===== src/rtl/core/dst_pkg.sv =====
// ----------------------------------------------------------------------------
// dst_pkg
// Shared widths, register map and types for the delimiter string tokenizer.
// ----------------------------------------------------------------------------
package dst_pkg;

    localparam int CHAR_W     = 8;
    localparam int CFG_DATA_W = 64;
    localparam int CFG_ADDR_W = 5;
    localparam int CNT_W      = 4;
    localparam int DELIM_W    = 64;

    // register index, taken from paddr[4:3]
    typedef enum logic [1:0] {
        REG_DELIM_CHARS = 2'd0,
        REG_DELIM_COUNT = 2'd1,
        REG_STRICT_MODE = 2'd2,
        REG_UNUSED      = 2'd3
    } t_reg_idx;

    typedef struct packed {
        logic [CHAR_W-1:0] out_char;
        logic              has_char;
        logic              token_end;
        logic              string_end;
    } t_tok_result;

endpackage


===== src/rtl/core/dst_match.sv =====
// ----------------------------------------------------------------------------
// dst_match
// Parallel compare of one byte against the configured delimiter set.
// ----------------------------------------------------------------------------
module dst_match #(
    parameter int MAX_DELIMITERS = 8
) (
    input  logic [dst_pkg::CHAR_W-1:0]  i_char,
    input  logic [dst_pkg::DELIM_W-1:0] i_delim_chars,
    input  logic [dst_pkg::CNT_W-1:0]   i_delim_count,
    output logic                        o_hit
);
    import dst_pkg::*;

    logic [CNT_W-1:0]          n_lanes;
    logic [MAX_DELIMITERS-1:0] lane_hit;

    // counts above the lane count are clamped
    assign n_lanes = (i_delim_count > CNT_W'(MAX_DELIMITERS)) ?
                     CNT_W'(MAX_DELIMITERS) : i_delim_count;

    for (genvar k = 0; k < MAX_DELIMITERS; k++) begin : g_lane
        assign lane_hit[k] = (CNT_W'(k) < n_lanes) &&
                             (i_delim_chars[k*CHAR_W +: CHAR_W] == i_char);
    end

    assign o_hit = |lane_hit;

endmodule


===== src/rtl/core/delimiter_string_tokenizer.sv =====
// ----------------------------------------------------------------------------
// delimiter_string_tokenizer
// Splits a byte stream into tokens at up to eight configured delimiter bytes.
// ----------------------------------------------------------------------------
// channel   dir  handshake               payload
// s_axis    in   tvalid/tready           tdata[7:0] = char_value
// m_axis    out  tvalid/tready           tdata[7:0] = out_char, tlast = token_end,
//                                        tuser[0] = has_char, tuser[1] = string_end
// apb       in   psel/penable/pready     regs at 0x00 chars, 0x08 count, 0x10 strict
//
// one byte per cycle while m_axis is not stalled; a byte's result shows in the cycle after it is taken
// the delimiter compare is a single parallel stage ahead of the result register
// s_axis_tready stays high while the result register is empty or being drained
// delimiter bytes produce no word in loose mode when no token is open
// synchronous active-low reset clears the config registers, token state and valid
// ----------------------------------------------------------------------------
module delimiter_string_tokenizer #(
    parameter int MAX_DELIMITERS = 8
) (
    input  logic                           i_clk,
    input  logic                           i_rst_n,
    input  logic                           s_axis_tvalid,
    output logic                           s_axis_tready,
    input  logic [7:0]                     s_axis_tdata,  // [7:0] char_value
    output logic                           m_axis_tvalid,
    input  logic                           m_axis_tready,
    output logic [7:0]                     m_axis_tdata,  // [7:0] out_char
    output logic                           m_axis_tlast,
    output logic [1:0]                     m_axis_tuser,  // [0] has_char, [1] string_end
    input  logic                           psel,
    input  logic                           penable,
    input  logic                           pwrite,
    input  logic [dst_pkg::CFG_ADDR_W-1:0] paddr,
    input  logic [dst_pkg::CFG_DATA_W-1:0] pwdata,
    output logic [dst_pkg::CFG_DATA_W-1:0] prdata,
    output logic                           pready
);
    import dst_pkg::*;

    logic [DELIM_W-1:0] r_delim_chars;
    logic [CNT_W-1:0]   r_delim_count;
    logic               r_strict;
    logic               r_token_open;
    logic               n_token_open;
    logic               r_out_valid;
    t_tok_result        r_out;
    t_tok_result        n_out;
    logic               n_emit;
    logic               in_fire;
    logic               cfg_wr;
    t_reg_idx           reg_idx;
    logic               delim_hit;

    // ---------------- configuration ----------------
    assign pready  = 1'b1;
    assign reg_idx = t_reg_idx'(paddr[4:3]);
    assign cfg_wr  = psel && penable && pwrite && pready;

    always_ff @(posedge i_clk) begin
        if (!i_rst_n) begin
            r_delim_chars <= '0;
            r_delim_count <= '0;
            r_strict      <= 1'b0;
        end else if (cfg_wr) begin
            unique case (reg_idx)
                REG_DELIM_CHARS: r_delim_chars <= pwdata[DELIM_W-1:0];
                REG_DELIM_COUNT: r_delim_count <= pwdata[CNT_W-1:0];
                REG_STRICT_MODE: r_strict      <= pwdata[0];
                default: ;
            endcase
        end
    end

    always_comb begin
        unique case (reg_idx)
            REG_DELIM_CHARS: prdata = r_delim_chars;
            REG_DELIM_COUNT: prdata = CFG_DATA_W'(r_delim_count);
            REG_STRICT_MODE: prdata = CFG_DATA_W'(r_strict);
            default:         prdata = '0;
        endcase
    end

    // ---------------- tokenizer ----------------
    dst_match #(
        .MAX_DELIMITERS (MAX_DELIMITERS)
    ) u_match (
        .i_char        (s_axis_tdata),
        .i_delim_chars (r_delim_chars),
        .i_delim_count (r_delim_count),
        .o_hit         (delim_hit)
    );

    assign s_axis_tready = !r_out_valid || m_axis_tready;
    assign in_fire       = s_axis_tvalid && s_axis_tready;

    always_comb begin
        n_out        = '0;
        n_emit       = 1'b0;
        n_token_open = r_token_open;
        priority if (s_axis_tdata == '0) begin
            // terminator wins even if zero is in the set
            n_emit           = 1'b1;
            n_out.token_end  = r_strict || r_token_open;
            n_out.string_end = 1'b1;
            n_token_open     = 1'b0;
        end else if (delim_hit) begin
            n_emit          = r_strict || r_token_open;
            n_out.token_end = 1'b1;
            n_token_open    = 1'b0;
        end else begin
            n_emit         = 1'b1;
            n_out.out_char = s_axis_tdata;
            n_out.has_char = 1'b1;
            n_token_open   = 1'b1;
        end
    end

    always_ff @(posedge i_clk) begin
        if (!i_rst_n) begin
            r_token_open <= 1'b0;
            r_out_valid  <= 1'b0;
        end else begin
            if (in_fire) begin
                r_token_open <= n_token_open;
                r_out_valid  <= n_emit;
            end else if (m_axis_tready) begin
                r_out_valid  <= 1'b0;
            end
        end
    end

    always_ff @(posedge i_clk) begin
        if (in_fire && n_emit) begin
            r_out <= n_out;
        end
    end

    assign m_axis_tvalid = r_out_valid;
    assign m_axis_tdata  = r_out.out_char;
    assign m_axis_tlast  = r_out.token_end;
    assign m_axis_tuser  = {r_out.string_end, r_out.has_char};

    // ---------------- assertions ----------------
    a_term_closes: assert property (@(posedge i_clk) disable iff (!i_rst_n)
        (in_fire && s_axis_tdata == '0) |=> (!r_token_open && r_out_valid && r_out.string_end))
        else $error("terminator did not close the string");

    a_char_opens: assert property (@(posedge i_clk) disable iff (!i_rst_n)
        (in_fire && s_axis_tdata != '0 && !delim_hit)
        |=> (r_token_open && r_out_valid && r_out.has_char && r_out.out_char == $past(s_axis_tdata)))
        else $error("token character lost");

    a_char_excl: assert property (@(posedge i_clk) disable iff (!i_rst_n)
        (r_out_valid && r_out.has_char) |-> (!r_out.token_end && !r_out.string_end))
        else $error("character word also flags an end");

    a_end_no_char: assert property (@(posedge i_clk) disable iff (!i_rst_n)
        (r_out_valid && !r_out.has_char) |-> (r_out.out_char == '0))
        else $error("end word carries a character");

endmodule


===== config.mk =====
export PLATFORM = sky130hd
export DESIGN_NAME = delimiter_string_tokenizer
export DESIGN_NICKNAME = d
export VERILOG_FILES = /design/src/rtl/core/dst_pkg.sv /design/src/rtl/core/dst_match.sv /design/src/rtl/core/delimiter_string_tokenizer.sv
export SDC_FILE = /design/constraint.sdc
export NUM_CORES = 1
export LEC_CHECK = 0
export BUFFER_PORTS_ARGS = -buffer_cell sky130_fd_sc_hd__buf_2
export CAP_MARGIN = 20
export CORE_ASPECT_RATIO = 1.25
export CORE_MARGIN = 3
export CORE_UTILIZATION = 50
export DETAILED_ROUTE_END_ITERATION = 8
export PLACE_DENSITY = 0.81
export SYNTH_ARGS = -nofsm -noshare
export SYNTH_HDL_FRONTEND = slang
export SYNTH_SLANG_ARGS = --single-unit

===== constraint.sdc =====
create_clock -name i_clk -period 2.9 [get_ports i_clk]
set_clock_uncertainty 0.05 [all_clocks]
set_input_delay 0.145 -clock i_clk [delete_from_list [all_inputs] [get_ports i_clk]]
set_output_delay 0.145 -clock i_clk [all_outputs]
set_load 0.02 [all_outputs]

==> results of run 1 <==
cell usage in the layout, fill, tap and decap left out, types with 6 or more instances in the layout:
master and count:
a21boi_0 64, and2_1 70, buf_2 157, clkbuf_8 11
dfxtp_1 71, dlygate4sd3_1 56, edfxtp_1 11, mux2i_1 9
nand2_1 131, nand4_1 6, nor4_1 8, xnor2_1 25
xor2_1 39
cell type report:
class / instances / share of cell area
clock inverters: 2 / 0.009959
multi-input cells: 397 / 0.4114
well taps: 117 / 0.02427
inverters: 2 / 0.001245
repair buffers: 217 / 0.2349
clock buffers: 14 / 0.02697
diodes: 2 / 0.0008299
flip-flops and latches: 82 / 0.2905
worst max-delay path: stages, from the launching register on:
cell and delay (ns):
dfxtp_1 0.40, a211oi_1 0.34, nor4_1 0.10, nand4_1 0.07, o21ai_0 0.12, nor4_2 0.22, buf_4 0.20, o21a_1 0.42
layer usage:
layer  part of all wire  GRT usage  routed length, um  vias to the layer above
met5                  0          0                  0                        -
met4              0.040     0.1348                534                        0
met3              0.061    0.06110                822                       50
met2               0.53     0.4826               7022                      205
met1               0.37     0.2877               4995                     2072
li1                   -          -                  -                     2074
per-stage QoR:
stage	std cells	utilization	hold WS (ns)	setup WS, ns	area (um2)
2_1_floorplan	523	-	0.2399	0.7486	4436
3_3_place_gp	757	0.6157	0.3517	0.6485	5187
3_5_place_dp	757	0.6157	0.3589	0.6024	5187
4_1_cts	829	0.7086	0.0002937	0.5935	5971
5_1_grt	833	0.7158	0.0006458	0.3920	6031
6_report	833	0.7158	0.007397	0.6209	6031
what timing repair did:
| action | CTS | global route |
|---|---|---|
| hold buffers | 56 | 0 |
| setup buffers | 0 | 0 |
| hold endpoints to repair | 56 | 0 |
| setup endpoints to repair | 0 | 0 |
| gates resized for setup | 0 | 0 |
flip-flops by register name, summed over array words and instances (netlist names):
register	count
r_delim_chars	64
m_axis_tdata	8
m_axis_tuser	2
r_strict	1
r_token_open	1
m_axis_tlast	1
r_delim_count	4
m_axis_tvalid	1
where the power goes:
group          leakage, uW  internal (uW)  switching (uW)  total [uW]
Clock             0.000111            534             403         937
Combinational      0.00182            162             161         323
Sequential        0.000678           1170            15.6        1190
Total              0.00261           1870             580        2450
worst max-delay path by stage:
stage	start	endpoint	cells after the start	slack, ns
after global routing	r_delim_count[1]	m_axis_tdata[5]	7	0.39
after CTS	r_delim_count[1]	m_axis_tdata[1]	7	0.59
after detailed placement	s_axis_tdata[4]	m_axis_tdata[1]	8	0.60
after global placement	r_delim_count[1]	m_axis_tdata[3]	7	0.65
after floorplan	r_delim_count[3]	m_axis_tdata[0]	6	0.75
final	r_delim_count[1]	m_axis_tdata[6]	7	0.62
kinds of logic after synthesis:
kind of cell           synth area share
AND/OR/NAND/NOR                  0.2691
XOR/XNOR                         0.1264
multiplexers                    0.02031
AO/OA/AOI/OAI                    0.1394
other                         0.0008455
flip-flops                       0.3949
buffers and inverters           0.04908
==> metrics list, run 1 <==
- Status: complete, no violations
* Number of vias per cell: 5.283
- During synthesis, Yosys emitted a total of 0 warnings.
- Period minus WS final: 2.279 ns
- Startpoint of the worst register-to-register path: r_delim_count[1]
- Global router's overall resource usage: 0.2661
* Largest net degree at the start of global routing: 73
- Critical Path Start Type: register
- In the routed design, unresolved DRC markers number 0.
- The worst hold path terminates at r_delim_chars[52].
- Number of synthesized flops with an enable pin: 11
* Commonest cells post-synth: nand2_1, dfxtp_1, and2_1
* Class of the tightest hold or removal check: in -> reg
* Die W: 90.24 um
- Fraction of final layout cells with drive strength greater than 1: 0.2563
- Slew Viols, Final: 0
- The endpoint identified for the worst register-to-register timing path is m_axis_tdata[6].
- Area of the multi-input gates: 2481 um2
* Critical path data required time: 2.87 ns
- Number of violations of the max-capacitance limit: 0
- The via count of the first global-routing pass is 4428.
* Ys async rst share: 0
* Die footprint: 10040 um2
- Fin crit share: 0.7859
* Clock latency on the worst-skew pair: 0.36 ns
- The count of buffers added on input and output ports is 157.
- FILL cells: 646
- Power density relative to cell area: 406.0 nW/um2
- The number of clock buffers added by TritonCTS is 9.
- Setup repair after global routing left no endpoint under its margin.
* Routed Antenna Nets: 0
- Most frequently used cell type in the post-synthesis netlist: nand2_1
- Synthesis inferred 82 register bits.
* Endpoints failing setup: 0
* Level count of the clock H-tree: 3
* Core Rows: 37
* Cells on Worst Hold Path: 3
* Flop-to-flop setup slack: 0.62 ns
- Aggregate negative setup slack: 0 ns
* Die height: 111.3 um
* Area of the core: 8426 um2
* Top_reg_cell synth: dfxtp_1
* Synth Cell Area: 4436 um2
* Wire length of the first global-routing pass: 21450 um
- At the pin with the least slew margin, the transition time is 1.073 ns.
- TritonCTS Sinks: 82
- Max Fclk: 438.8 MHz
* Count of TritonRoute iterations in the first routing pass: 8
- The routed layout has 4401 vias.
- The worst hold path begins at pwdata[52].
- Nets: 793
* Net count after synthesis: 607
* Clock-pin slew of the registers on the worst-case setup and hold paths: 0.08 ns
- Final number of hold-violating endpoints: 0
- Detail Placement HPWL: 8201 um
- Critical path capture point type: register
- The setup path with the least slack is of type reg -> reg.
* Clock Path Buffers: 2
- Proportion of synthesized chip area in sequential cells: 0.3949
- Compared with the post-synthesis result, the final layout area differs by 35.97%.
- Static leakage: 0.002608 uW
- In the synthesized netlist, the number of instances is 523.
- 162 I/O pins were placed.
* IR Drop Worst-Case VDD: 0.2646 mV
- Clock tree from TritonCTS: done
- For the worst setup path, the data arrival time is 2.25 ns.
* Initial core utilization: 0.5264
* Clock tree root driver cell: clkbuf_8
- The total overflow left after global routing is 0.
- Cell taking the most area after synthesis: dfxtp_1
- Number of distinct library cells after synthesis: 40
* Gp weighted congestion: 0.8180
- Violation count after the first detailed-routing iteration: 254
- Antenna violations before repair: 2
* Routed length per instance: 16.06 um
- Synth top area share: 0.3205
* Maximum fanout encountered on the critical timing path: 13
* Slew headroom: 0.2846
- Overall power consumption after layout is estimated at 2448 uW.
- Number of cells traversed by the worst register-to-register path: 7
- Avg Synthesized Cell Area: 8.481 um2
- Sum of routed wire length over all layers: 13380 um
- Flip-flop and latch area: 1752 um2
- Biggest area contributors in the synthesized netlist: dfxtp_1, nand2_1, a21boi_0
(Power assumes the default switching activity.)
==> run 2: changes to the inputs <==
ABC_AREA = 1   (was unset)
clock period = 2.2 ns   (was 2.9 ns; I/O delays follow)
==> metrics list, run 2 <==
- Fraction of final layout cells with drive strength greater than 1: 0.2347 (was 0.2563)
* Cell taking the most area after synthesis: dfxtp_1 (unchanged)
- The wire length of the first global-routing pass was 21710 um (was 21450 um).
* Sum of routed wire length over all layers: 13900 um (was 13380 um)
* Endpoints failing setup: 0 (unchanged)
- The pin count of the biggest net entering global routing is 93 (was 73).
* Setup repair after global routing missed its margin: false (unchanged)
* Gp weighted congestion: 0.8694 (was 0.8180)
- Power share of the sequential group: 0.464 (was 0.485)
- Biggest area contributors in the synthesized netlist: dfxtp_1, nand2_1, nor2_1 (was dfxtp_1, nand2_1, a21boi_0).
- Initial core utilization: 0.5192 (was 0.5264)
- The internal power consumption is 2535 uW (was 1868 uW).
- The static leakage was 0.002657 uW (was 0.002608 uW).
- The total negative setup slack was 0 ns (unchanged).
- Worst hold margin: 0.001247 ns (was 0.007397 ns)
- The class of the most critical hold timing path is in -> reg (unchanged).
- The number of buffers created by CTS was 9 (unchanged).
- Combinational share of power: 0.147 (was 0.132)
- The dominant cell by count in the synthesized netlist was nand2_1 (unchanged).
- Status: complete, no violations (unchanged)
* Worst Path Buf+Inv: 2 (was 1)
- Synth Cell Area: 4327 um2 (was 4436 um2)
* Routed Antenna Nets: 0 (unchanged)
- Max Fclk: 505.8 MHz (was 438.8 MHz)
- The count of nets after finishing was 910 (was 793).
- The sequential share of the synthesized area was 0.4049 (was 0.3949).
- Critical Path Start Type: register (unchanged)
- Number of vias per cell: 5.282 (was 5.283)
- Critical path capture point type: register (unchanged)
- The largest vdd supply drop was 0.3262 mV (was 0.2646 mV).
- Commonest cells post-synth: nand2_1, nor2_1, inv_1 (was nand2_1, dfxtp_1, and2_1).
- The DRC marker count from the first detailed-route iteration came to 339 (was 254).
* Number of diodes: 0 (was 2)
- Total I/O pin count: 162 (unchanged)
* Global router's overall resource usage: 0.2847 (was 0.2661)
- Slew headroom: 0.5533 (was 0.2846)
* Simple-gate area share of the yosys netlist: 0.2383 (was 0.2691)
- Slew Viols, Final: 0 (unchanged)
- Syn Inst Count: 644 (was 523)
* Period minus WS final: 1.977 ns (was 2.279 ns)
- Dominant combinational cell family by area after synthesis: simple AND/OR/NAND/NOR gates (unchanged)
* Synthesis-to-layout area growth: 33.81% (was 35.97%)
* Die footprint: 9812 um2 (was 10040 um2)
- Ordered list of cells on the worst path: nor2_1 -> o21ai_0 -> inv_1 -> nor2_1 -> nand3_1 -> nand2_1 -> nor2_1 -> nand2_2 -> nand2_1 -> nand2_1 -> clkinvlp_4 (was a211oi_1 -> nor4_1 -> nand4_1 -> o21ai_0 -> nor4_2 -> buf_4 -> o21a_1)
- Avg Synthesized Cell Area: 6.718 um2 (was 8.481 um2)
- The final standard cell utilization of the core is 0.6947 (was 0.7158).
* Net switching power figure: 869.0 uW (was 579.9 uW)
- The clock network fraction of total power was 0.389 (was 0.383).
- Crit path largest cell delay: 0.35 ns (was 0.42 ns)
- Synthesized-area fraction occupied by ao, oa, aoi and oai cells: 0.1787 (was 0.1394)
- The number of H-tree levels was 3 (unchanged).
- Tightest Pin Transition: 0.6701 ns (was 1.073 ns)
- The number of distinct library cell variants in the gate-level netlist after synthesis came to 28 (was 40).
- The count of final hold-check violations was 0 (unchanged).
- The library cell contributing the largest single delay on the critical path was dfxtp_1 (was o21a_1).
- Count of TritonRoute iterations in the first routing pass: 5 (was 8)
* Clock tree from TritonCTS: done (unchanged)
- The required time of the worst setup path is 2.21 ns (was 2.87 ns).
* Ys async rst share: 0 (unchanged)
- Fin crit share: 0.8986 (was 0.7859)
- Clock latency on the worst-skew pair: 0.36 ns (about the same)
* Maximum fanout encountered on the critical timing path: 11 (was 13)
- Clock tree root driver cell: clkbuf_8 (unchanged)
* Post-synthesis xor/xnor area fraction: 0.04858 (was 0.1264)
- Area of the core: 8333 um2 (was 8426 um2)
- TritonCTS Sinks: 82 (unchanged)
* Worst Path Class, Setup: reg -> reg (unchanged)
* Synth top area share: 0.3285 (was 0.3205)
* Vias post-DR: 4902 (was 4401)
- The area share of fa/ha/maj cells after synthesis came to 0 (unchanged).
* Yosys reg bits: 82 (unchanged)
- The area after detailed placement is 5089 um2 (was 5187 um2).
* Core Rows: 37 (unchanged)
* CP Data Arrival Time: 1.99 ns (was 2.25 ns)
- Vias in the first global route: 4595 (was 4428)
- Die height: 110.0 um (was 111.3 um)
* Net count after synthesis: 728 (was 607)
- Final Cell Area: 5789 um2 (was 6031 um2)
- Detail Placement HPWL: 8953 um (was 8201 um)
- FILL cells: 682 (was 646)
* Top_reg_cell synth: dfxtp_1 (unchanged)
- DRC: 0 (unchanged)
- The number of flops mapped to enable cells by yosys was 11 (unchanged).
* Kind of cell adding the most delay to the critical path: simple AND/OR/NAND/NOR gates (was compound AO/OA/AOI/OAI gates)
- The count of max-cap constraint violations is 0 (unchanged).
- Die W: 89.20 um (was 90.24 um)
- Flip-flop count of the largest register after layout: 64 (unchanged)
- Most frequent standard cell in the layout excluding fill and tap cells: buf_2 (unchanged)
- Most used cells in the layout excluding fill and tap cells: buf_2, nand2_1, nor2_1 (was buf_2, nand2_1, dfxtp_1)
- Clock Path Buffers: 2 (unchanged)
* Switching share of power: 0.2553 (was 0.2368)
- Yosys Warn Count: 0 (unchanged)
* Port bufs: 157 (unchanged)
- Post CTS Setup Buffer Count: 0 (unchanged)
* Clock-pin slew of the registers on the worst-case setup and hold paths: 0.08 ns (about the same)
- The remaining global-route overflow is 0 (unchanged).
- The register with the most flip-flops is r_delim_chars (unchanged).
- The power density over cell area is 588.0 nW/um2 (was 406.0 nW/um2).
- The average wire per standard cell was 14.98 um (was 16.06 um).
- Antenna violations before repair: 0 (was 2)
- Share of synthesized area spent on multiplexers: 0 (was 0.02031)
==> run 2: timing repair <==
action,in CTS,in global routing
endpoints found under the setup margin,0,11
hold endpoints to repair,45,0
hold buffers,45,0
gates resized for setup,0,1
==> run 2: kinds of logic (layout without fill, tap and decap cells) <==
kind of cell           Yosys count  after routing
AND/OR/NAND/NOR                262            262
AO/OA/AOI/OAI                  150            150
buffers and inverters          125            312
flip-flops                      82             82
XOR/XNOR                        24             24
other                            1              1
==> run 2: path summary, 6_finish.rpt <==
kind	from	endpoint	slack [ns]	depth (start not counted)
setup / recovery	r_delim_count[3]	m_axis_tdata[3]	0.22	11
hold / removal	pwdata[16]	r_delim_chars[16]	0.001	3
setup reg to reg	r_delim_count[3]	m_axis_tdata[3]	0.22	11
hold reg to reg	r_delim_chars[30]	r_delim_chars[30]	0.44	2
==> run 2: final cells by class <==
class / instances / area, um2 / area share
inverter: 88 / 357.8 / 0.06181
tap: 97 / 121.4 / 0.02096
sequential: 82 / 1752 / 0.3026
multi-input combinational: 437 / 2018 / 0.3486
timing repair buffer: 208 / 1294 / 0.2235
clock buffer: 12 / 176.4 / 0.03047
clock inverter: 4 / 70.07 / 0.01210
==> run 2: per-layer routing <==
metal	vias up	share of wire	GRT usage
met5	-	0	0
met3	45	0.070	0.03643
met4	0	0.037	0.1436
met1	2230	0.39	0.3401
li1	2385	-	-
met2	242	0.51	0.4942
==> run 2: power by group through the flow <==
stage | Sequential, uW | Combinational [uW] | Clock [uW]
final | 1580 | 501 | 1320
after detailed placement | 1610 | 423 | 0
after global placement | 1610 | 416 | 0
after global routing | 1580 | 550 | 1390
after CTS | 1580 | 488 | 1330
after floorplan | 1630 | 265 | 0
==> run 2: stage by stage <==
stage	worst slack, ns	std cells	power [uW]
after floorplan	0.5178	644	1892
after CTS	0.1284	928	3394
final	0.2231	928	3404
after detailed placement	0.1333	867	2038
after global placement	0.1803	867	2028
after global routing	0.06721	928	3526
==> run 2: worst reg2reg max path, stage by stage (launching register included) <==
cell and delay, ns:
dfxtp_1 0.35, nor2_1 0.28, o21ai_0 0.15, inv_1 0.08, nor2_1 0.04, nand3_1 0.07, nand2_1 0.05, nor2_1 0.13
nand2_2 0.11, nand2_1 0.08, nand2_1 0.09, clkinvlp_4 0.20
